## src/rtl/core/alam_pkg.sv

```systemverilog
// Shared types, register indexes and alarm codes of the averaged level alarm monitor.
package alam_pkg;

    localparam int MAX_AVERAGE_COUNT_DEF = 64;
    localparam int QUEUE_DEPTH = 2;

    localparam int LVL_W = 11;
    localparam int ADC_W = 12;
    localparam int ALARM_W = 3;
    localparam int AVG_CNT_W = 7;
    localparam int HYST_W = 8;
    localparam int CFG_IDX_W = 3;
    localparam int CFG_DATA_W = 11;

    localparam logic [CFG_IDX_W-1:0] REG_AVERAGING_COUNT   = 3'd0;
    localparam logic [CFG_IDX_W-1:0] REG_LEVEL_TOP         = 3'd1;
    localparam logic [CFG_IDX_W-1:0] REG_LEVEL_ALARM       = 3'd2;
    localparam logic [CFG_IDX_W-1:0] REG_LEVEL_WARNING     = 3'd3;
    localparam logic [CFG_IDX_W-1:0] REG_LEVEL_NORMAL_HIGH = 3'd4;
    localparam logic [CFG_IDX_W-1:0] REG_HYSTERESIS        = 3'd5;

    localparam logic [ALARM_W-1:0] ALARM_NONE    = 3'd0;
    localparam logic [ALARM_W-1:0] ALARM_NORMAL  = 3'd2;
    localparam logic [ALARM_W-1:0] ALARM_HIGH    = 3'd3;
    localparam logic [ALARM_W-1:0] ALARM_WARNING = 3'd4;
    localparam logic [ALARM_W-1:0] ALARM_ALARM   = 3'd5;
    localparam logic [ALARM_W-1:0] ALARM_TOP     = 3'd6;

    typedef struct packed {
        logic [LVL_W-1:0] level_sample;
        logic [ADC_W-1:0] adc_sample;
        logic             relay_top;
        logic             relay_high;
        logic             relay_low;
    } item_t;

    typedef struct packed {
        logic               average_valid;
        logic [LVL_W-1:0]   level_average;
        logic [ADC_W-1:0]   adc_average;
        logic [ALARM_W-1:0] level_alarm_res;
        logic [ALARM_W-1:0] relay_alarm;
        logic [ALARM_W-1:0] alarm_state;
        logic               alarm_changed;
        logic               level_moved;
    } result_t;

    typedef struct packed {
        logic [AVG_CNT_W-1:0] averaging_count;
        logic [LVL_W-1:0]     level_top;
        logic [LVL_W-1:0]     level_alarm;
        logic [LVL_W-1:0]     level_warning;
        logic [LVL_W-1:0]     level_normal_high;
        logic [HYST_W-1:0]    hysteresis;
    } cfg_t;

    typedef enum logic [1:0] {
        BS_IDLE,
        BS_DIV,
        BS_DONE
    } back_state_t;

endpackage

```

## src/rtl/core/alam_front.sv

```systemverilog
// Front end: accumulates the sample sums, decides block completion and grades the relay contacts.
module alam_front
    import alam_pkg::*;
#(
    parameter int MAX_AVERAGE_COUNT = MAX_AVERAGE_COUNT_DEF,
    parameter int CNT_W = $clog2(MAX_AVERAGE_COUNT + 1),
    parameter int LSUM_W = LVL_W + $clog2(MAX_AVERAGE_COUNT),
    parameter int ASUM_W = ADC_W + $clog2(MAX_AVERAGE_COUNT)
)
(
    input  logic                 clk,
    input  logic                 rst_n,
    input  logic [AVG_CNT_W-1:0] averaging_count,
    input  logic                 in_valid,
    output logic                 in_ready,
    input  item_t                in_data,
    output logic                 job_valid,
    input  logic                 job_ready,
    output logic                 job_complete,
    output logic [LSUM_W-1:0]    job_level_sum,
    output logic [ASUM_W-1:0]    job_adc_sum,
    output logic [CNT_W-1:0]     job_count,
    output logic [ALARM_W-1:0]   job_relay
);

    localparam int CMP_W = (CNT_W > AVG_CNT_W) ? CNT_W : AVG_CNT_W;

    logic [LSUM_W-1:0] level_sum_reg, level_sum_next;
    logic [ASUM_W-1:0] adc_sum_reg, adc_sum_next;
    logic [CNT_W-1:0]  count_reg, count_next;
    logic [CMP_W-1:0]  ac_ext;
    logic [CNT_W-1:0]  eff_count;
    logic [LSUM_W-1:0] lsum_new;
    logic [ASUM_W-1:0] asum_new;
    logic [CNT_W-1:0]  cnt_new;
    logic              complete;
    logic              accept;

    always_comb
    begin
        ac_ext = CMP_W'(averaging_count);
        if (ac_ext == '0)
        begin
            eff_count = CNT_W'(1);
        end
        else if (ac_ext > CMP_W'(MAX_AVERAGE_COUNT))
        begin
            eff_count = CNT_W'(MAX_AVERAGE_COUNT);
        end
        else
        begin
            eff_count = ac_ext[CNT_W-1:0];
        end

        lsum_new = level_sum_reg + LSUM_W'(in_data.level_sample);
        asum_new = adc_sum_reg + ASUM_W'(in_data.adc_sample);
        cnt_new = count_reg + CNT_W'(1);
        complete = (cnt_new >= eff_count);

        if (!in_data.relay_top && !in_data.relay_high)
        begin
            job_relay = ALARM_ALARM;
        end
        else if (!in_data.relay_high)
        begin
            job_relay = ALARM_WARNING;
        end
        else if (in_data.relay_low)
        begin
            job_relay = ALARM_HIGH;
        end
        else
        begin
            job_relay = ALARM_NORMAL;
        end

        accept = in_valid && job_ready;
        level_sum_next = level_sum_reg;
        adc_sum_next = adc_sum_reg;
        count_next = count_reg;
        if (accept)
        begin
            level_sum_next = complete ? '0 : lsum_new;
            adc_sum_next = complete ? '0 : asum_new;
            count_next = complete ? '0 : cnt_new;
        end
    end

    assign in_ready = job_ready;
    assign job_valid = in_valid;
    assign job_complete = complete;
    assign job_level_sum = lsum_new;
    assign job_adc_sum = asum_new;
    assign job_count = eff_count;

    always_ff @(posedge clk or negedge rst_n)
    begin
        if (!rst_n)
        begin
            level_sum_reg <= '0;
            adc_sum_reg <= '0;
            count_reg <= '0;
        end
        else
        begin
            level_sum_reg <= level_sum_next;
            adc_sum_reg <= adc_sum_next;
            count_reg <= count_next;
        end
    end

endmodule

```

## src/rtl/core/alam_fifo.sv

```systemverilog
// Short job queue between the front end and the back end.
module alam_fifo
    import alam_pkg::*;
#(
    parameter int WIDTH = 8,
    parameter int DEPTH = QUEUE_DEPTH
)
(
    input  logic             clk,
    input  logic             rst_n,
    input  logic             push_valid,
    output logic             push_ready,
    input  logic [WIDTH-1:0] push_data,
    output logic             pop_valid,
    input  logic             pop_ready,
    output logic [WIDTH-1:0] pop_data
);

    localparam int PTR_W = (DEPTH > 1) ? $clog2(DEPTH) : 1;
    localparam int FILL_W = $clog2(DEPTH + 1);

    logic [WIDTH-1:0]  mem [DEPTH];
    logic [PTR_W-1:0]  wr_ptr_reg, wr_ptr_next;
    logic [PTR_W-1:0]  rd_ptr_reg, rd_ptr_next;
    logic [FILL_W-1:0] fill_reg, fill_next;
    logic              do_push;
    logic              do_pop;

    always_comb
    begin
        push_ready = (fill_reg != FILL_W'(DEPTH));
        pop_valid = (fill_reg != '0);
        do_push = push_valid && push_ready;
        do_pop = pop_valid && pop_ready;

        wr_ptr_next = wr_ptr_reg;
        rd_ptr_next = rd_ptr_reg;
        if (do_push)
        begin
            wr_ptr_next = (wr_ptr_reg == PTR_W'(DEPTH - 1)) ? '0 : wr_ptr_reg + PTR_W'(1);
        end
        if (do_pop)
        begin
            rd_ptr_next = (rd_ptr_reg == PTR_W'(DEPTH - 1)) ? '0 : rd_ptr_reg + PTR_W'(1);
        end

        fill_next = fill_reg;
        if (do_push && !do_pop)
        begin
            fill_next = fill_reg + FILL_W'(1);
        end
        else if (do_pop && !do_push)
        begin
            fill_next = fill_reg - FILL_W'(1);
        end
    end

    assign pop_data = mem[rd_ptr_reg];

    always_ff @(posedge clk)
    begin
        if (do_push)
        begin
            mem[wr_ptr_reg] <= push_data;
        end
    end

    always_ff @(posedge clk or negedge rst_n)
    begin
        if (!rst_n)
        begin
            wr_ptr_reg <= '0;
            rd_ptr_reg <= '0;
            fill_reg <= '0;
        end
        else
        begin
            wr_ptr_reg <= wr_ptr_next;
            rd_ptr_reg <= rd_ptr_next;
            fill_reg <= fill_next;
        end
    end

endmodule

```

## src/rtl/core/alam_back.sv

```systemverilog
// Back end: divides the block sums, runs the level alarm ladder and holds the result beat.
module alam_back
    import alam_pkg::*;
#(
    parameter int MAX_AVERAGE_COUNT = MAX_AVERAGE_COUNT_DEF,
    parameter int CNT_W = $clog2(MAX_AVERAGE_COUNT + 1),
    parameter int LSUM_W = LVL_W + $clog2(MAX_AVERAGE_COUNT),
    parameter int ASUM_W = ADC_W + $clog2(MAX_AVERAGE_COUNT)
)
(
    input  logic               clk,
    input  logic               rst_n,
    input  cfg_t               cfg,
    input  logic               job_valid,
    output logic               job_ready,
    input  logic               job_complete,
    input  logic [LSUM_W-1:0]  job_level_sum,
    input  logic [ASUM_W-1:0]  job_adc_sum,
    input  logic [CNT_W-1:0]   job_count,
    input  logic [ALARM_W-1:0] job_relay,
    output logic               out_valid,
    input  logic               out_ready,
    output result_t            out_data
);

    localparam int STEP_W = $clog2(ASUM_W);
    localparam int SW = LVL_W + 2;

    back_state_t state_reg, state_next;

    logic               complete_reg, complete_next;
    logic [CNT_W-1:0]   n_reg, n_next;
    logic [ALARM_W-1:0] relay_reg, relay_next;
    logic [ASUM_W-1:0]  lq_reg, lq_next;
    logic [ASUM_W-1:0]  aq_reg, aq_next;
    logic [CNT_W-1:0]   lr_reg, lr_next;
    logic [CNT_W-1:0]   ar_reg, ar_next;
    logic [STEP_W-1:0]  step_reg, step_next;
    logic [LVL_W-1:0]   held_level_reg, held_level_next;
    logic [ADC_W-1:0]   held_adc_reg, held_adc_next;
    logic [ALARM_W-1:0] lvl_alarm_reg, lvl_alarm_next;
    logic [ALARM_W-1:0] rly_alarm_reg, rly_alarm_next;
    logic [LVL_W-1:0]   last_noted_reg, last_noted_next;
    result_t            out_reg, out_next;
    logic               out_valid_reg, out_valid_next;

    logic [CNT_W:0]     t_l;
    logic [CNT_W:0]     t_a;
    logic               ge_l;
    logic               ge_a;
    logic [LVL_W-1:0]   avg_l;
    logic [ADC_W-1:0]   avg_a;
    logic [ALARM_W-1:0] ladder;
    logic [ALARM_W-1:0] lvl_new;
    logic signed [SW-1:0] diff;
    logic               moved;
    logic               slot_free;

    function automatic logic rung(
        input logic [ALARM_W-1:0] cur,
        input logic [ALARM_W-1:0] lvl,
        input logic [LVL_W-1:0]   avg,
        input logic [LVL_W-1:0]   thr,
        input logic [HYST_W-1:0]  hyst
    );
        logic signed [SW-1:0] a;
        logic signed [SW-1:0] t;
        a = signed'({2'b00, avg});
        t = signed'({2'b00, thr});
        if (cur < lvl)
        begin
            return a > t;
        end
        return a > (t - signed'(SW'(hyst)));
    endfunction

    always_ff @(posedge clk or negedge rst_n)
    begin
        if (!rst_n)
        begin
            state_reg <= BS_IDLE;
        end
        else
        begin
            state_reg <= state_next;
        end
    end

    always_comb
    begin
        t_l = {lr_reg, lq_reg[ASUM_W-1]};
        t_a = {ar_reg, aq_reg[ASUM_W-1]};
        ge_l = (t_l >= {1'b0, n_reg});
        ge_a = (t_a >= {1'b0, n_reg});

        avg_l = complete_reg ? lq_reg[LVL_W-1:0] : held_level_reg;
        avg_a = complete_reg ? aq_reg[ADC_W-1:0] : held_adc_reg;

        if (rung(lvl_alarm_reg, ALARM_TOP, avg_l, cfg.level_top, cfg.hysteresis))
        begin
            ladder = ALARM_TOP;
        end
        else if (rung(lvl_alarm_reg, ALARM_ALARM, avg_l, cfg.level_alarm, cfg.hysteresis))
        begin
            ladder = ALARM_ALARM;
        end
        else if (rung(lvl_alarm_reg, ALARM_WARNING, avg_l, cfg.level_warning,
                      cfg.hysteresis))
        begin
            ladder = ALARM_WARNING;
        end
        else if (rung(lvl_alarm_reg, ALARM_HIGH, avg_l, cfg.level_normal_high,
                      cfg.hysteresis))
        begin
            ladder = ALARM_HIGH;
        end
        else
        begin
            ladder = ALARM_NORMAL;
        end
        lvl_new = complete_reg ? ladder : lvl_alarm_reg;

        diff = signed'({2'b00, avg_l}) - signed'({2'b00, last_noted_reg});
        moved = complete_reg && ((diff > SW'(1)) || (diff < -SW'(1)));

        slot_free = !out_valid_reg || out_ready;

        state_next = state_reg;
        complete_next = complete_reg;
        n_next = n_reg;
        relay_next = relay_reg;
        lq_next = lq_reg;
        aq_next = aq_reg;
        lr_next = lr_reg;
        ar_next = ar_reg;
        step_next = step_reg;
        held_level_next = held_level_reg;
        held_adc_next = held_adc_reg;
        lvl_alarm_next = lvl_alarm_reg;
        rly_alarm_next = rly_alarm_reg;
        last_noted_next = last_noted_reg;
        out_next = out_reg;
        out_valid_next = out_valid_reg;
        job_ready = 1'b0;

        if (out_valid_reg && out_ready)
        begin
            out_valid_next = 1'b0;
        end

        case (state_reg)
            BS_IDLE:
            begin
                job_ready = 1'b1;
                if (job_valid)
                begin
                    complete_next = job_complete;
                    n_next = job_count;
                    relay_next = job_relay;
                    lq_next = {{(ASUM_W - LSUM_W){1'b0}}, job_level_sum};
                    aq_next = job_adc_sum;
                    lr_next = '0;
                    ar_next = '0;
                    step_next = STEP_W'(ASUM_W - 1);
                    state_next = job_complete ? BS_DIV : BS_DONE;
                end
            end
            BS_DIV:
            begin
                lr_next = ge_l ? CNT_W'(t_l - {1'b0, n_reg}) : t_l[CNT_W-1:0];
                ar_next = ge_a ? CNT_W'(t_a - {1'b0, n_reg}) : t_a[CNT_W-1:0];
                lq_next = {lq_reg[ASUM_W-2:0], ge_l};
                aq_next = {aq_reg[ASUM_W-2:0], ge_a};
                step_next = step_reg - STEP_W'(1);
                if (step_reg == '0)
                begin
                    state_next = BS_DONE;
                end
            end
            BS_DONE:
            begin
                if (slot_free)
                begin
                    out_next.average_valid = complete_reg;
                    out_next.level_average = avg_l;
                    out_next.adc_average = avg_a;
                    out_next.level_alarm_res = lvl_new;
                    out_next.relay_alarm = relay_reg;
                    out_next.alarm_state = (lvl_new > relay_reg) ? lvl_new : relay_reg;
                    out_next.alarm_changed = (lvl_new != lvl_alarm_reg) ||
                                             (relay_reg != rly_alarm_reg);
                    out_next.level_moved = moved;
                    out_valid_next = 1'b1;
                    held_level_next = avg_l;
                    held_adc_next = avg_a;
                    lvl_alarm_next = lvl_new;
                    rly_alarm_next = relay_reg;
                    if (moved)
                    begin
                        last_noted_next = avg_l;
                    end
                    state_next = BS_IDLE;
                end
            end
            default:
            begin
                state_next = BS_IDLE;
            end
        endcase
    end

    assign out_valid = out_valid_reg;
    assign out_data = out_reg;

    always_ff @(posedge clk)
    begin
        complete_reg <= complete_next;
        n_reg <= n_next;
        relay_reg <= relay_next;
        lq_reg <= lq_next;
        aq_reg <= aq_next;
        lr_reg <= lr_next;
        ar_reg <= ar_next;
        step_reg <= step_next;
        out_reg <= out_next;
    end

    always_ff @(posedge clk or negedge rst_n)
    begin
        if (!rst_n)
        begin
            held_level_reg <= '0;
            held_adc_reg <= '0;
            lvl_alarm_reg <= ALARM_NONE;
            rly_alarm_reg <= ALARM_NONE;
            last_noted_reg <= '0;
            out_valid_reg <= 1'b0;
        end
        else
        begin
            held_level_reg <= held_level_next;
            held_adc_reg <= held_adc_next;
            lvl_alarm_reg <= lvl_alarm_next;
            rly_alarm_reg <= rly_alarm_next;
            last_noted_reg <= last_noted_next;
            out_valid_reg <= out_valid_next;
        end
    end

endmodule

```

## src/rtl/core/averaged_level_alarm_monitor_core.sv

```systemverilog
// Top level of the averaged level alarm monitor: configuration registers, front end, queue, back end.
// Every accepted beat yields one result beat. A beat that closes an averaging block passes
// through the restoring divider, which produces one quotient bit per cycle for both averages
// at once; a beat that does not close one goes straight to the result. A two-entry queue lets
// the front end keep taking beats while the divider runs or the result waits, until it is full.
module averaged_level_alarm_monitor_core
    import alam_pkg::*;
#(
    parameter int MAX_AVERAGE_COUNT = MAX_AVERAGE_COUNT_DEF
)
(
    input  logic                  clk,
    input  logic                  rst_n,
    input  logic                  cfg_en,
    input  logic [CFG_IDX_W-1:0]  cfg_index,
    input  logic [CFG_DATA_W-1:0] cfg_data,
    input  logic                  in_valid,
    output logic                  in_ready,
    input  item_t                 in_data,
    output logic                  out_valid,
    input  logic                  out_ready,
    output result_t               out_data
);

    localparam int CNT_W = $clog2(MAX_AVERAGE_COUNT + 1);
    localparam int LSUM_W = LVL_W + $clog2(MAX_AVERAGE_COUNT);
    localparam int ASUM_W = ADC_W + $clog2(MAX_AVERAGE_COUNT);
    localparam int JOB_W = 1 + LSUM_W + ASUM_W + CNT_W + ALARM_W;

    cfg_t cfg_reg, cfg_next;

    logic               f_valid;
    logic               f_ready;
    logic               f_complete;
    logic [LSUM_W-1:0]  f_level_sum;
    logic [ASUM_W-1:0]  f_adc_sum;
    logic [CNT_W-1:0]   f_count;
    logic [ALARM_W-1:0] f_relay;
    logic [JOB_W-1:0]   q_in;
    logic [JOB_W-1:0]   q_out;
    logic               b_valid;
    logic               b_ready;
    logic               b_complete;
    logic [LSUM_W-1:0]  b_level_sum;
    logic [ASUM_W-1:0]  b_adc_sum;
    logic [CNT_W-1:0]   b_count;
    logic [ALARM_W-1:0] b_relay;

    always_comb
    begin
        cfg_next = cfg_reg;
        if (cfg_en)
        begin
            case (cfg_index)
                REG_AVERAGING_COUNT:   cfg_next.averaging_count = cfg_data[AVG_CNT_W-1:0];
                REG_LEVEL_TOP:         cfg_next.level_top = cfg_data[LVL_W-1:0];
                REG_LEVEL_ALARM:       cfg_next.level_alarm = cfg_data[LVL_W-1:0];
                REG_LEVEL_WARNING:     cfg_next.level_warning = cfg_data[LVL_W-1:0];
                REG_LEVEL_NORMAL_HIGH: cfg_next.level_normal_high = cfg_data[LVL_W-1:0];
                REG_HYSTERESIS:        cfg_next.hysteresis = cfg_data[HYST_W-1:0];
                default:               cfg_next = cfg_reg;
            endcase
        end
    end

    always_ff @(posedge clk or negedge rst_n)
    begin
        if (!rst_n)
        begin
            cfg_reg.averaging_count <= AVG_CNT_W'(10);
            cfg_reg.level_top <= LVL_W'(400);
            cfg_reg.level_alarm <= LVL_W'(350);
            cfg_reg.level_warning <= LVL_W'(300);
            cfg_reg.level_normal_high <= LVL_W'(200);
            cfg_reg.hysteresis <= HYST_W'(5);
        end
        else
        begin
            cfg_reg <= cfg_next;
        end
    end

    alam_front #(
        .MAX_AVERAGE_COUNT(MAX_AVERAGE_COUNT),
        .CNT_W(CNT_W),
        .LSUM_W(LSUM_W),
        .ASUM_W(ASUM_W)
    ) u_front (
        .clk(clk),
        .rst_n(rst_n),
        .averaging_count(cfg_reg.averaging_count),
        .in_valid(in_valid),
        .in_ready(in_ready),
        .in_data(in_data),
        .job_valid(f_valid),
        .job_ready(f_ready),
        .job_complete(f_complete),
        .job_level_sum(f_level_sum),
        .job_adc_sum(f_adc_sum),
        .job_count(f_count),
        .job_relay(f_relay)
    );

    assign q_in = {f_complete, f_level_sum, f_adc_sum, f_count, f_relay};
    assign {b_complete, b_level_sum, b_adc_sum, b_count, b_relay} = q_out;

    alam_fifo #(
        .WIDTH(JOB_W),
        .DEPTH(QUEUE_DEPTH)
    ) u_queue (
        .clk(clk),
        .rst_n(rst_n),
        .push_valid(f_valid),
        .push_ready(f_ready),
        .push_data(q_in),
        .pop_valid(b_valid),
        .pop_ready(b_ready),
        .pop_data(q_out)
    );

    alam_back #(
        .MAX_AVERAGE_COUNT(MAX_AVERAGE_COUNT),
        .CNT_W(CNT_W),
        .LSUM_W(LSUM_W),
        .ASUM_W(ASUM_W)
    ) u_back (
        .clk(clk),
        .rst_n(rst_n),
        .cfg(cfg_reg),
        .job_valid(b_valid),
        .job_ready(b_ready),
        .job_complete(b_complete),
        .job_level_sum(b_level_sum),
        .job_adc_sum(b_adc_sum),
        .job_count(b_count),
        .job_relay(b_relay),
        .out_valid(out_valid),
        .out_ready(out_ready),
        .out_data(out_data)
    );

endmodule

```

## config.mk

```make
export PLATFORM = sky130hd
export DESIGN_NAME = averaged_level_alarm_monitor_core
export DESIGN_NICKNAME = d
export VERILOG_FILES = /design/src/rtl/core/alam_pkg.sv /design/src/rtl/core/alam_front.sv /design/src/rtl/core/alam_fifo.sv /design/src/rtl/core/alam_back.sv /design/src/rtl/core/averaged_level_alarm_monitor_core.sv
export SDC_FILE = /design/constraint.sdc
export NUM_CORES = 1
export LEC_CHECK = 0
export BUFFER_PORTS_ARGS = -buffer_cell sky130_fd_sc_hd__buf_2
export CAP_MARGIN = 20
export CORE_ASPECT_RATIO = 1.2
export CORE_MARGIN = 3
export CORE_UTILIZATION = 40
export DETAILED_ROUTE_END_ITERATION = 10
export SETUP_SLACK_MARGIN = 0.02
export SYNTH_ARGS = -nofsm -noshare
export SYNTH_HDL_FRONTEND = slang
export SYNTH_SLANG_ARGS = --single-unit
```

## constraint.sdc

```tcl
create_clock -name clk -period 16.5 [get_ports clk]
set_clock_uncertainty 0.15 [all_clocks]
set_input_delay 0.825 -clock clk [delete_from_list [all_inputs] [get_ports clk]]
set_output_delay 0.825 -clock clk [all_outputs]
set_load 0.05 [all_outputs]
```

Word-level counts from Yosys, hierarchy flattened. Memory sizes are Yosys's and may differ from the RTL's. Index checks and enable logic that the tools add are counted.

Bits in registers: 249. Bits in writable memories: 92. Input bits: 45. Output and inout bits: 37. Logic and storage cells: 182. Memories: 1.

Add/subtract/negate cells: 15. Magnitude comparators: 19. Equality and inequality tests: 13. Multiplexer cells: 66. Reduce and logical (&&, ||, !) cells: 33.

Memory list: u_queue.mem (words 2, bits a word 46, read ports 1, clocked after Yosys merged registers in 0, wr ports 1, line alam_fifo.sv:22) `logic [WIDTH-1:0] mem [DEPTH];`.

Operators by type and width (number): $pmux W18 S2 (2); $mux W18 (3); $gt A12 B13 Y1 (4); $sub A11 B8 Y12 (4); $gt A11 B11 Y1 (4); $mux W7 (6); $mux W1 (34); $pmux W7 S2 (2); $mux W3 (7); $add A18 B12 Y18 (1); $reduce_and A2 Y1 (9); $add A17 B11 Y17 (1); $mux W17 (1); $ge A8 B7 Y1 (2); $sub A7 B7 Y7 (2); $gt A13 B2 Y1 const B (1); $lt A13 B1 Y1 const B (1); $mux W12 (1); $mux W2 (6); $sub A11 B11 Y12 (1); $mux W11 (1); $pmux W5 S2 (1); $lt A3 B3 Y1 const B (3); $add A7 B1 Y7 const B (1); other kinds (27) (48).

Logic depth before layout (Yosys ltp). Gate-level depths: netlist of the first run.

Word-level depth: 26. Depth in mapped cells: 28. Depth with buffers taken out: 28.

Modules after synthesis. From an unflattened synthesis of the first run, not the netlist that was laid out.

Cells, all modules: 1764. Area, all modules: 20025.5 um^2.

By module, submodules not included: alam_back (times used 1, cells each 1086, area an instance 10744.1 um^2, sequential area each 4108.9 um^2); alam_fifo (times used 1, cells each 161, area an instance 3637.2 um^2, sequential area each 2862.7 um^2); alam_front (times used 1, cells each 389, area an instance 3354.5 um^2, sequential area each 1051.0 um^2); averaged_level_alarm_monitor_core (times used 1, cells each 128, area an instance 2289.7 um^2, sequential area each 1501.4 um^2).

Worst setup path before layout of the first run. Ideal clock, no wire load.

Path kind: register to register. Start point: register cfg_reg[0] (netlist name). End point: register u_back.out_reg (netlist bit u_back.out_data[2]), data pin. Setup time: 0.260 ns. Arrival: 5.237 ns. Required time: 16.090 ns. Setup slack: 10.853 ns. Cell stages (with the launch flop): 24. Path buffers: 0. Clock period less this slack: 5.647 ns. Cells stage by stage: dfstp_2 > ha_1 > inv_1 > fa_1 > a21o_1 > a21oi_1 > o21bai_1 > a21oi_1 > nor2b_1 > o21a_1 > nor2_1 > xnor2_1 > ha_1 > and4_1 > a221oi_1 > o21ai_0 > a221o_1 > nor3_1 > or3b_2 > o21a_1 > ha_1 > a21oi_1 > a31oi_1 > mux2_2.

Elaborated cells on any way between the ends: 25. Classes of those cells: add/sub (4); order compare (5); mux (16).

RTL lines: start: declaration (line averaged_level_alarm_monitor_core.sv:30) `cfg_t cfg_reg, cfg_next;`; start signal: assignment (line averaged_level_alarm_monitor_core.sv:79) `cfg_reg <= cfg_next;`; $sub A11 B8 Y12 (line alam_back.sv:74) `return a > (t - signed'(SW'(hyst)));`; $gt A12 B13 Y1 (line alam_back.sv:74); $mux W1 (line alam_back.sv:74); $mux W1 (line alam_back.sv:103) `else if (rung(lvl_alarm_reg, ALARM_ALARM, avg_l, cfg.level_alarm, cfg.hysteresis))`; $mux W1 (line alam_back.sv:99) `if (rung(lvl_alarm_reg, ALARM_TOP, avg_l, cfg.level_top, cfg.hysteresis))`; $mux W3 (line alam_back.sv:107) `else if (rung(lvl_alarm_reg, ALARM_WARNING, avg_l, cfg.level_warning,`; $mux W3 (line alam_back.sv:103); $mux W3 * (line alam_back.sv:99); $mux W3 * (line alam_back.sv:121) `lvl_new = complete_reg ? ladder : lvl_alarm_reg;`; net u_back.lvl_new[2] (line alam_back.sv:54) `logic [ALARM_W-1:0] lvl_new;`; $gt A3 B3 Y1 * (line alam_back.sv:189) `out_next.alarm_state = (lvl_new > relay_reg) ? lvl_new : relay_reg;`; $mux W3 * (line alam_back.sv:189); end signal: assignment (line alam_back.sv:225) `out_reg <= out_next;`; end: declaration (line alam_back.sv:44) `result_t out_reg, out_next;`.

The timed path passes the listed nets; every way through them passes the cells marked *. The select of a mux whose other input is x is not followed. A chain may end at the register's enable or synchronous reset.

Final worst setup path of the first run.
Start point: register cfg_reg[0] (netlist name). End point: register u_back.out_reg (netlist bit u_back.out_data[3]), data pin.

The elaborated chain is that of the path after synthesis.

==> summary.md, run 1 <==
| Metric | Value |
|---|---|
| Status | complete, no violations |
| Starting density of the core | 40.7% |
| Int Power | 2.98 mW |
| Worst min path class | in -> async |
| Longest Clk Path Bufs | 3 |
| Worst Path Buf+Inv | 1 |
| CP endpoint kind | flip-flop |
| Critical path's slowest cell | dfstp_2 |
| H-tree levels | 2 |
| Max reg flops | 92 |
| Prevailing post-synth register cell | edfxtp_1 |
| Vias per Instance | 5.29 |
| Gates resized, CTS repair | 0 |
| Kind of critical path | reg -> reg |
| Die area | slightly above 50,000 µm² |
| Routed WL per cell | 17.5 µm |
| Main combinational cell family by area after synthesis | adder cells |
| Synth area leaders | edfxtp_1 30%, dfrtp_1 17%, ha_1 12%, mux2_2 5.2%, o21ai_0 4.0% |
| PortBufs | between 80 and 90 |
| Mux share of post-synthesis cell area | ~8% |
| Initial antenna violation count | 1 |
| Final ANT Viol Nets | 0 |
| CP Data Arrival Time | between 6 and 7 ns |
| I/O pin total | roughly 80 |
| Crit start category | flip-flop |
| Post-CTS Setup Inserts | 0 |
| Multi-input combinational cell area | 9120 µm² |
| Number of flops mapped to enable cells by yosys | slightly below 200 |
| Via count | ~13,000 |
| Cell taking the most area after synthesis | edfxtp_1 |
| Cell Chain, Critical Path | ha_1 -> inv_1 -> fa_1 -> a21o_1 -> a21oi_1 -> o21bai_1 -> a21oi_1 -> nor2b_1 -> o21a_1 -> nor2_1 -> xnor2_1 -> ha_1 -> and4_1 -> a221oi_1 -> o21ai_0 -> a221o_1 -> nor3_1 -> or3b_2 -> o21a_1 -> ha_1 -> a21oi_1 -> a31oi_1 -> mux2_2 |
| RSZ-0062 raised after global routing | false |
| Tmin final | around 6.2 ns |
| Req. time, crit path | roughly 17 ns |
| Syn Nets | roughly 2,000 |
| Max-slew headroom | roughly a third |
| Avg Inst Size Synth | ~11 µm² |
| Yosys reg bits | approximately 340 |
| Remaining design rule violation count | 0 |
| Pleak | around 9 nW |
| Post-synthesis compound-gate area fraction | between 10% and 20% |
| Register area | around 9500 µm² |
| Asr flop ratio synth | between 40% and 50% |
| Family with the most delay on the worst path | compound AO/OA/AOI/OAI gates |
| R2R cell count | 23 |
| Adder and majority gate portion of the synthesized area | 12.7% |
| Synth top cells by count | 193 x edfxtp_1, 182 x ha_1, 179 x nand2_1, 156 x o21ai_0, 131 x inv_1 |
| Sum of negative setup slack | 0 ns |
| Final hold viol count | 0 |
| Die width | between 200 and 250 µm |
| Total clock sinks | ~340 |
| Rows | a little under 90 |
| Synth unique cells | 73 |
| Clock share of power | about 18% |
| Total Power | approximately 5.1 mW |
| R2r setup slk | slightly above 10 ns |
| CTS tree | done |
| Total GRT Usage | 17.4% |
| Pwr dens | approximately 230 nW/µm² |
| Switching Share | roughly 42% |
| Cts hold-fix bufs | 0 |
| Total routed wirelength | about 44,000 µm |
| Sw Pwr | between 2 and 2.5 mW |
| Register area share after synthesis | 49.4% |
| GRT overflow | 0 |
| Synth-to-layout area growth | 13.2% |
| Final RePlAce weighted congestion | roughly 0.86 |
| Post-Syn Area | between 15,000 and 20,000 µm² |
| Terminus of the critical flop-to-flop path | u_back.out_data[3]$_DFFE_PP_ |
| Final-stage net count | 2,074 |
| Die Y | about 250 µm |
| Filler cells | 4,381 |
| Synth warn | 0 |
| Post-synth top area share | about 30% |
| Reg2Reg Launch Point | cfg_reg[0]$_DFFE_PN1P_ |
| Largest net degree at the start of global routing | between 60 and 70 |
| Seq pwr share | 30.7% |
| Vias in the first global route | 13,300 |
| Top-count cell post-synth | edfxtp_1 |
| Slew @ Worst Pin | a little over 1 ns |
| Total CTS buffers | 40 |
| Logic pwr share | approximately 52% |
| Drt initial violations | ~620 |
| Drt pass-1 iters | 5 |
| Post-Synth XOR/XNOR Area | approximately 3.9% |
| Root Driver | clkbuf_16 |
| Share of post-route cells with drive strength above 1 | approximately 16% |
| First-pass GRT wire length | 70,100 µm |
| Slew Limit Fails | 0 |
| Core area | between 40,000 and 50,000 µm² |
| Clk_lat worst skew | 0.58 ns |
| Maximum VDD drop | 0.116 mV |
| CTS clk-pin slew, worst paths | 0.06 ns |
| Synth Instances | roughly 1,700 |
| Max Clock Freq | between 150 and 200 MHz |
| Critical path peak fanout | 5 |
| Slowest cell delay on critical path | 0.59 ns |
| Simple-Gate Fraction of Synth Area | between 10% and 20% |
| Final setup violating endpoints | 0 |
| Maxcap violations | 0 |
| DP HPWL | 30,700 µm |
| N_diodes | 0 |
| Crit share post-route | ~38% |
worst reg2reg max path: cells and delay by family, from the launching register on:
family          cells  cell delay, ns
compound gates     11            2.23
simple gates        5            1.24
fa+ha+maj           4            1.16
flops               1            0.59
mux                 1            0.39
xor+xnor            1            0.13
buf+inv             1            0.06
worst max path at each step:
stage                           startpoint                           end  slack (ns)  cells after the start
floorplan           cfg_reg[0]$_DFFE_PN1P_  u_back.out_data[2]$_DFFE_PP_       10.85                     23
global placement    cfg_reg[0]$_DFFE_PN1P_  u_back.out_data[3]$_DFFE_PP_       10.49                     23
detailed placement  cfg_reg[0]$_DFFE_PN1P_  u_back.out_data[3]$_DFFE_PP_       10.36                     23
CTS                 cfg_reg[0]$_DFFE_PN1P_  u_back.out_data[3]$_DFFE_PP_       10.33                     23
global route        cfg_reg[0]$_DFFE_PN1P_  u_back.out_data[3]$_DFFE_PP_        9.91                     23
finish              cfg_reg[0]$_DFFE_PN1P_  u_back.out_data[3]$_DFFE_PP_       10.29                     23
cells by family (layout without fill, tap and decap cells):
logic type | after synthesis | in the layout
AOI/OAI and AO/OA | 370 | 370
xor gates and xnor gates | 86 | 86
adders and majority gates | 191 | 191
buffers and inverters | 181 | 303
DFF | 341 | 341
muxes | 134 | 134
and+or+nand+nor | 445 | 445
placed cells by master (no fill, tap or decap), types with 5 or more instances in the layout:
cell type	instances
a211oi_1	16
a21o_1	19
a21oi_1	76
a22o_1	8
a31oi_1	6
and2_1	6
and3_1	11
buf_2	80
buf_4	16
clkbuf_1	10
clkbuf_16	40
clkinv_2	5
dfrtp_1	127
dfstp_2	20
edfxtp_1	193
fa_1	9
ha_1	182
inv_1	131
mux2_2	89
mux2_4	10
mux2i_1	35
nand2_1	179
nand2b_1	19
nand3_1	31
nand3b_1	5
nand4_1	17
nor2_1	86
nor2b_1	28
nor3_1	20
nor4_1	5
o211ai_1	5
o21a_1	27
o21ai_0	156
o21bai_1	10
o31ai_1	14
or3_1	5
or4_1	5
xnor2_1	64
xor2_1	22
stage by stage:
stage                     cells  util [%]  setup slack (ns)  area (µm²)  hold WS [ns]
after floorplan            1748         -             10.85       19300         0.293
after global placement     2417      43.2             10.49       20400         0.308
after detailed placement   2418      43.2             10.36       20500         0.313
after CTS                  2492      46.1             10.33       21800        0.0412
after global routing       2493      46.1              9.91       21800        0.0594
final                      2493      46.1             10.29       21800        0.0500
power groups by stage:
stage	Combinational [mW]	Sequential, mW	Clock [mW]
floorplan	1.89	1.64	0
global placement	2.56	1.57	0
detailed placement	2.63	1.58	0
CTS	2.65	1.57	0.930
global route	2.97	1.61	0.967
finish	2.63	1.57	0.905
final cells by class:
cell class	count	share of cell area, %
inverter	131	2.25
multi-input combinational	1226	41.8
clock buffer	54	5.01
clock inverter	20	1.32
timing repair buffer	98	2.49
sequential	341	43.6
tap	623	3.57
metal layers:
| metal | part of all wire [%] | track usage (%) | vias up |
|---|---|---|---|
| met4 | 3.7 | 6.71 | 2 |
| met1 | 44 | 22.0 | 6390 |
| met5 | 0.021 | 0 | - |
| li1 | - | - | 6469 |
| met3 | 4.3 | 3.30 | 89 |
| met2 | 48 | 29.3 | 246 |
Note: power is estimated with default switching activity, not from simulation.
==> inputs of run 2 (changes only) <==
- ABC_AREA: default -> 1
- clock period: 16.5 -> 5.05 ns (I/O delays scaled with it)
==> summary.md, run 2 <==
| Metric | Value |
|---|---|
| Status | complete, no violations |
| Total clock sinks | 341 (unchanged) |
| Die area | 51,400 µm² (+0.96%) |
| Total Power | 17.3 mW (+240%) |
| Yosys reg bits | 341 (unchanged) |
| Max Clock Freq | 206 MHz (+28%) |
| Synth area leaders | edfxtp_1 30%, dfrtp_1 16%, ha_1 12%, nand2_1 8.5%, inv_1 5.2% |
| Largest net degree at the start of global routing | 57 (-9.5%) |
| Drt pass-1 iters | 5 (unchanged) |
| PortBufs | 81 (unchanged) |
| Clk_lat worst skew | 0.59 ns (about the same) |
| I/O pin total | 82 (unchanged) |
| Kind of critical path | reg -> reg |
| CP endpoint kind | flip-flop |
| Final hold viol count | 0 (unchanged) |
| Final-stage net count | 2,483 (+20%) |
| Final setup violating endpoints | 0 (unchanged) |
| CTS tree | done |
| Total CTS buffers | 38 (-5.0%) |
| Synth top cells by count | 439 x nand2_1, 271 x inv_1, 193 x edfxtp_1, 183 x a21oi_1, 183 x o21ai_0 |
| First-pass GRT wire length | 80,800 µm (+15%) |
| GRT overflow | 0 (unchanged) |
| CP Data Arrival Time | 5.02 ns (-1.35 ns) |
| Final ANT Viol Nets | 0 (unchanged) |
| Total routed wirelength | 49,800 µm (+14%) |
| Asr flop ratio synth | 43.4% (unchanged) |
| Vias per Instance | 5.17 (-2.4%) |
| Place WS | -0.0659 ns (-10.43 ns) |
| WL met1 | 20,600 µm (+7.8%) |
| Highest metal used | met4 |
| RSZ-0062 raised after global routing | true |
| Routed WL per cell | 17.2 µm (-1.7%) |
| Avg Inst Size Synth | 9.20 µm² (-17%) |
| Sum of negative setup slack | 0 ns (unchanged) |
| Post-Layout Cell Count | 2,900 (+16%) |
| Tmin final | 4.85 ns (-1.36 ns) |
| N_diodes | 0 (unchanged) |
| WL met2 | 25,600 µm (+22%) |
| Most common cell after layout, fill and taps aside | nand2_1 |
| Register area share after synthesis | 48.9% (-0.48 points) |
| Final RePlAce weighted congestion | 0.885 (+3.2%) |
| Final WS setup | 0.198 ns (-10.09 ns) |
| Max-slew headroom | 32.4% (+0.42 points) |
| Die width | 207 µm (+0.48%) |
| Rows | 87 (unchanged) |
| Longest Clk Path Bufs | 3 (unchanged) |
| Slew @ Worst Pin | 1.01 ns (-0.00505 ns) |
| Prevailing post-synth register cell | edfxtp_1 |
| Via count | 15,000 (+14%) |
| Post-Syn Area | 19,500 µm² (+0.99%) |
| Critical path's slowest cell | dfstp_2 |
| Req. time, crit path | 5.21 ns (-11.45 ns) |
| Vias in the first global route | 15,400 (+16%) |
| Synth warn | 0 (unchanged) |
| CTS clk-pin slew, worst paths | 0.06 ns (about the same) |
| Syn Nets | 2,354 (+19%) |
| Initial antenna violation count | 1 (unchanged) |
| Placed insts | 2,809 (+16%) |
| Root Driver | clkbuf_16 |
| Core area | 47,600 µm² (+0.46%) |
| Maximum VDD drop | 0.396 mV (+240%) |
| WL met3 | 1790 µm (-3.9%) |
| Die Y | 248 µm (+0.48%) |
| Slowest cell delay on critical path | 0.58 ns (about the same) |
| DP HPWL | 35,000 µm (+14%) |
| Max reg flops | 92 (unchanged) |
| Top cell by count, worst path | nand2_1 |
| Most frequent cells in the layout | 431 x nand2_1, 267 x inv_1, 193 x edfxtp_1 |
| Starting density of the core | 41.0% (+0.21 points) |
| H-tree levels | 2 (unchanged) |
| Crit start category | flip-flop |
| Number of flops mapped to enable cells by yosys | 193 (unchanged) |
| Maxcap violations | 0 (unchanged) |
| Crit share post-route | 96.1% (+58 points) |
| Synth unique cells | 48 (-34%) |
| Synth-to-layout area growth | 15.1% |
| Pleak | 10.2 nW (+10%) |
| Slew Limit Fails | 0 (unchanged) |
| Drt initial violations | 772 (+26%) |
| Post-synth top area share | 29.7% (-0.29 points) |
| Critical path peak fanout | 5 (unchanged) |
| Share of post-route cells with drive strength above 1 | 12.9% (-3.2 points) |
| Hold_ws | 0.0177 ns (-0.0323 ns) |
| Worst min path class | in -> reg |
| Synth Instances | 2,118 (+21%) |
| Total GRT Usage | 19.5% (+2.1 points) |
| Pwr dens | 772 nW/µm² (+230%) |
| Top-count cell post-synth | nand2_1 |
| Remaining design rule violation count | 0 (unchanged) |
| Cell taking the most area after synthesis | edfxtp_1 |
[run 2: power by group]
| part | switching (mW) | internal [mW] |
|---|---|---|
| logic | 6.12 | 3.25 |
| clock network | 1.21 | 1.65 |
| registers | 0.596 | 4.49 |
[run 2: logic make-up after synthesis]
group	count (synthesis)	synth area share, %
compound gates	446	12.5
fa+ha+maj	191	12.6
flops	341	48.9
xor+xnor	85	3.86
simple gates	725	15.7
buf+inv	330	6.43
[run 2: layout make-up]
class	instances	area, µm²
fillers	4490	25100
well taps	623	779
inverters	275	1030
clock buffers	52	1020
repair buffers	144	928
multi-input cells	1447	8890
flip-flops and latches	341	9520
clock inverters	18	255
[run 2: what timing repair did]
item | in CTS | in global routing
setup endpoints to repair | 2 | 3
gates resized for setup | 3 | 45
hold buffers | 16 | 0
pin swaps | 2 | 31
endpoints found under the hold margin | 99 | 0
buffers inserted | 0 | 5
[run 2: path summary, 6_finish.rpt]
| path | startpoint | endpoint | slack (ns) | cells past startpoint |
|---|---|---|---|---|
| min | cfg_data[2] | cfg_reg[32]$_DFFE_PN1P_ | 0.02 | 3 |
| max in group asynchronous | rst_n | u_back.held_adc_reg[8]$_DFFE_PN0P_ | 3.56 | 3 |
| max reg2reg | cfg_reg[0]$_DFFE_PN1P_ | u_back.out_data[4]$_DFFE_PP_ | 0.20 | 32 |
| min in group asynchronous | rst_n | u_front.level_sum_reg[5]$_DFFE_PN0P_ | 0.03 | 2 |
| max | cfg_reg[0]$_DFFE_PN1P_ | u_back.out_data[4]$_DFFE_PP_ | 0.20 | 32 |
| min reg2reg | u_back.last_noted_reg[5]$_DFFE_PN0P_ | u_back.last_noted_reg[5]$_DFFE_PN0P_ | 0.34 | 2 |
[run 2: routing by layer]
| metal | track usage, % | vias up |
|---|---|---|
| met5 | 0 | - |
| met4 | 7.53 | 0 |
| met3 | 2.28 | 96 |
| met2 | 36.6 | 290 |
| met1 | 22.9 | 7171 |
| li1 | - | 7432 |
[run 2: worst max-delay path, delay by kind of cell (launching register included)]
| family | cells | cell delay [ns] |
|---|---|---|
| compound gates | 6 | 0.79 |
| fa+ha+maj | 4 | 1.00 |
| xor+xnor | 1 | 0.11 |
| flops | 1 | 0.58 |
| simple gates | 14 | 1.47 |
| buf+inv | 7 | 0.48 |
[run 2: stage by stage]
stage          instance area, µm²  util [%]
2_1_floorplan               19500         -
3_3_place_gp                20800      43.7
3_5_place_dp                20800      43.7
4_1_cts                     22300      46.8
5_1_grt                     22400      47.2
6_report                    22400      47.2
==> inputs of run 3 (changes only) <==
- RECOVER_POWER: default -> 100
==> summary.md, run 3 (synthesized netlist as in run 2, its figures left out) <==
| Metric | Value |
|---|---|
| Place WS | -0.0659 ns (unchanged) |
| Share of post-route cells with drive strength above 1 | 12.7% (-0.18 points) |
| Failing checks | capacitance limit, slew limit |
| Max Clock Freq | 206 MHz (-0.24%) |
| Maximum VDD drop | 0.396 mV (about the same) |
| Die width | 207 µm (unchanged) |
| Total GRT Usage | 19.5% (unchanged) |
| N_diodes | 0 (unchanged) |
| Max reg flops | 92 (unchanged) |
| Final-stage net count | 2,483 (unchanged) |
| Multi-input combinational cell area | 8890 µm² (unchanged) |
| Filler cells | 4,490 (unchanged) |
| PortBufs | 81 (unchanged) |
| Core Util, Final | 47.1% (about the same) |
| Total Power | 17.3 mW (about the same) |
| Core area | 47,600 µm² (unchanged) |
| RSZ-0062 raised after global routing | true |
| Tmin final | 4.86 ns (+0.0117 ns) |
| Initial antenna violation count | 1 (unchanged) |
| Req. time, crit path | 5.21 ns (about the same) |
| Final WS setup | 0.186 ns (-0.0117 ns) |
| First-pass GRT wire length | 80,800 µm (unchanged) |
| Final hold viol count | 0 (unchanged) |
| H-tree levels | 2 (unchanged) |
| Drt pass-1 iters | 5 (unchanged) |
| Rows | 87 (unchanged) |
| I/O pin total | 82 (unchanged) |
| Final setup violating endpoints | 0 (unchanged) |
| CP endpoint kind | flip-flop |
| Critical path's slowest cell | dfstp_2 |
| Die area | 51,400 µm² (unchanged) |
| Top cell by count, worst path | nand2_1 |
| CTS clk-pin slew, worst paths | 0.06 ns (about the same) |
| Reg2Reg Launch Point | cfg_reg[0]$_DFFE_PN1P_ |
| Vias in the first global route | 15,400 (unchanged) |
| Final RePlAce weighted congestion | 0.885 (unchanged) |
| Sum of negative setup slack | 0 ns (unchanged) |
| GRT overflow | 0 (unchanged) |
| Die Y | 248 µm (unchanged) |
| Hold_sp | cfg_data[2] |
| Final ANT Viol Nets | 0 (unchanged) |
| Synth-to-layout area growth | 15.1% (about the same) |
| Kind of critical path | reg -> reg |
| Register area | 9520 µm² (unchanged) |
| Most frequent cells in the layout | 431 x nand2_1, 267 x inv_1, 193 x edfxtp_1 |
| Critical path peak fanout | 5 (unchanged) |
| Routed WL per cell | 17.2 µm (about the same) |
| Total CTS buffers | 38 (unchanged) |
| Worst min path class | in -> reg |
| Remaining design rule violation count | 0 (unchanged) |
| Total routed wirelength | 49,800 µm (about the same) |
| Vias per Instance | 5.16 (-0.21%) |
| CP Data Arrival Time | 5.03 ns (about the same) |
| Largest net degree at the start of global routing | 57 (unchanged) |
| Total clock sinks | 341 (unchanged) |
| Root Driver | clkbuf_16 |
| Most common cell after layout, fill and taps aside | nand2_1 |
| Crit share post-route | 96.3% (+0.23 points) |
| Slew @ Worst Pin | 3.00 ns (+1.99 ns) |
| CTS tree | done |
| Crit start category | flip-flop |
| Max-slew headroom | -100% (-130 points) |
| Starting density of the core | 41.0% (unchanged) |
| Longest Clk Path Bufs | 3 (unchanged) |
| Pwr dens | 772 nW/µm² (about the same) |
| Drt initial violations | 745 (-3.5%) |
| Slowest cell delay on critical path | 0.58 ns (about the same) |
| DP HPWL | 35,000 µm (unchanged) |
| Pleak | 10.2 nW (-0.10%) |
| Slew Limit Fails | 51 (+51) |
| Via count | 15,000 (-0.21%) |
| Worst Setup SP | cfg_reg[0]$_DFFE_PN1P_ |
| Maxcap violations | 1 (+1) |
| Clk_lat worst skew | 0.59 ns (about the same) |
| Status | complete, but fails checks |
run 3: what timing repair did:
item / in CTS / in global routing
setup buffers: 0 / 5
gates resized for setup: 3 / 45
hold buffers: 16 / 0
pin swaps: 2 / 31
endpoints found under the hold margin: 99 / 0
endpoints found under the setup margin: 2 / 3
run 3: path summary, 6_finish.rpt:
path                       depth (start not counted)  slack (ns)                              endpoint
setup / recovery                                  32        0.19          u_back.out_data[4]$_DFFE_PP_
hold / removal                                     3        0.02               cfg_reg[32]$_DFFE_PN1P_
setup reg to reg                                  32        0.19          u_back.out_data[4]$_DFFE_PP_
hold reg to reg                                    2        0.33  u_back.last_noted_reg[5]$_DFFE_PN0P_
max in group asynchronous                          3        1.70    u_back.held_adc_reg[8]$_DFFE_PN0P_
min in group asynchronous                          2        1.05  u_front.level_sum_reg[5]$_DFFE_PN0P_
run 3: through the flow:
stage                     cells  instance area, µm²  hold WS, ns
after global placement     2809               20800       0.0932
after CTS                  2895               22300      0.00553
after detailed placement   2809               20800       0.0918
final                      2900               22400       0.0224
after floorplan            2118               19500       -0.193
after global routing       2900               22400       0.0261
run 3: cell type report:
class	count	share of cell area (%)
Inverter	275	4.60
Clock inverter	18	1.14
Tap cell	623	3.48
Timing Repair Buffer	144	4.10
Sequential cell	341	42.5
Clock buffer	52	4.56
Multi-Input combinational cell	1447	39.7
run 3: power breakdown:
group	switching (mW)	total [mW]	internal (mW)	leakage, nW
logic	6.12	9.37	3.25	5.89
clock network	1.21	2.86	1.65	0.614
registers	0.594	5.09	4.49	3.69
total	7.93	17.3	9.40	10.2
run 3: per-layer routing:
| metal | up-vias | global-route usage [%] | part of all wire [%] |
|---|---|---|---|
| li1 | 7432 | - | - |
| met1 | 7158 | 22.9 | 42 |
| met2 | 272 | 36.6 | 51 |
| met3 | 96 | 2.28 | 3.3 |
| met4 | 0 | 7.53 | 3.5 |
| met5 | - | 0 | 0 |
run 3: critical path: cells and delay by family, from the launching register on:
family | cells | cell delay (ns)
simple gates | 14 | 1.49
compound gates | 6 | 0.79
buf+inv | 7 | 0.48
xor+xnor | 1 | 0.11
fa+ha+maj | 4 | 1.00
flops | 1 | 0.58
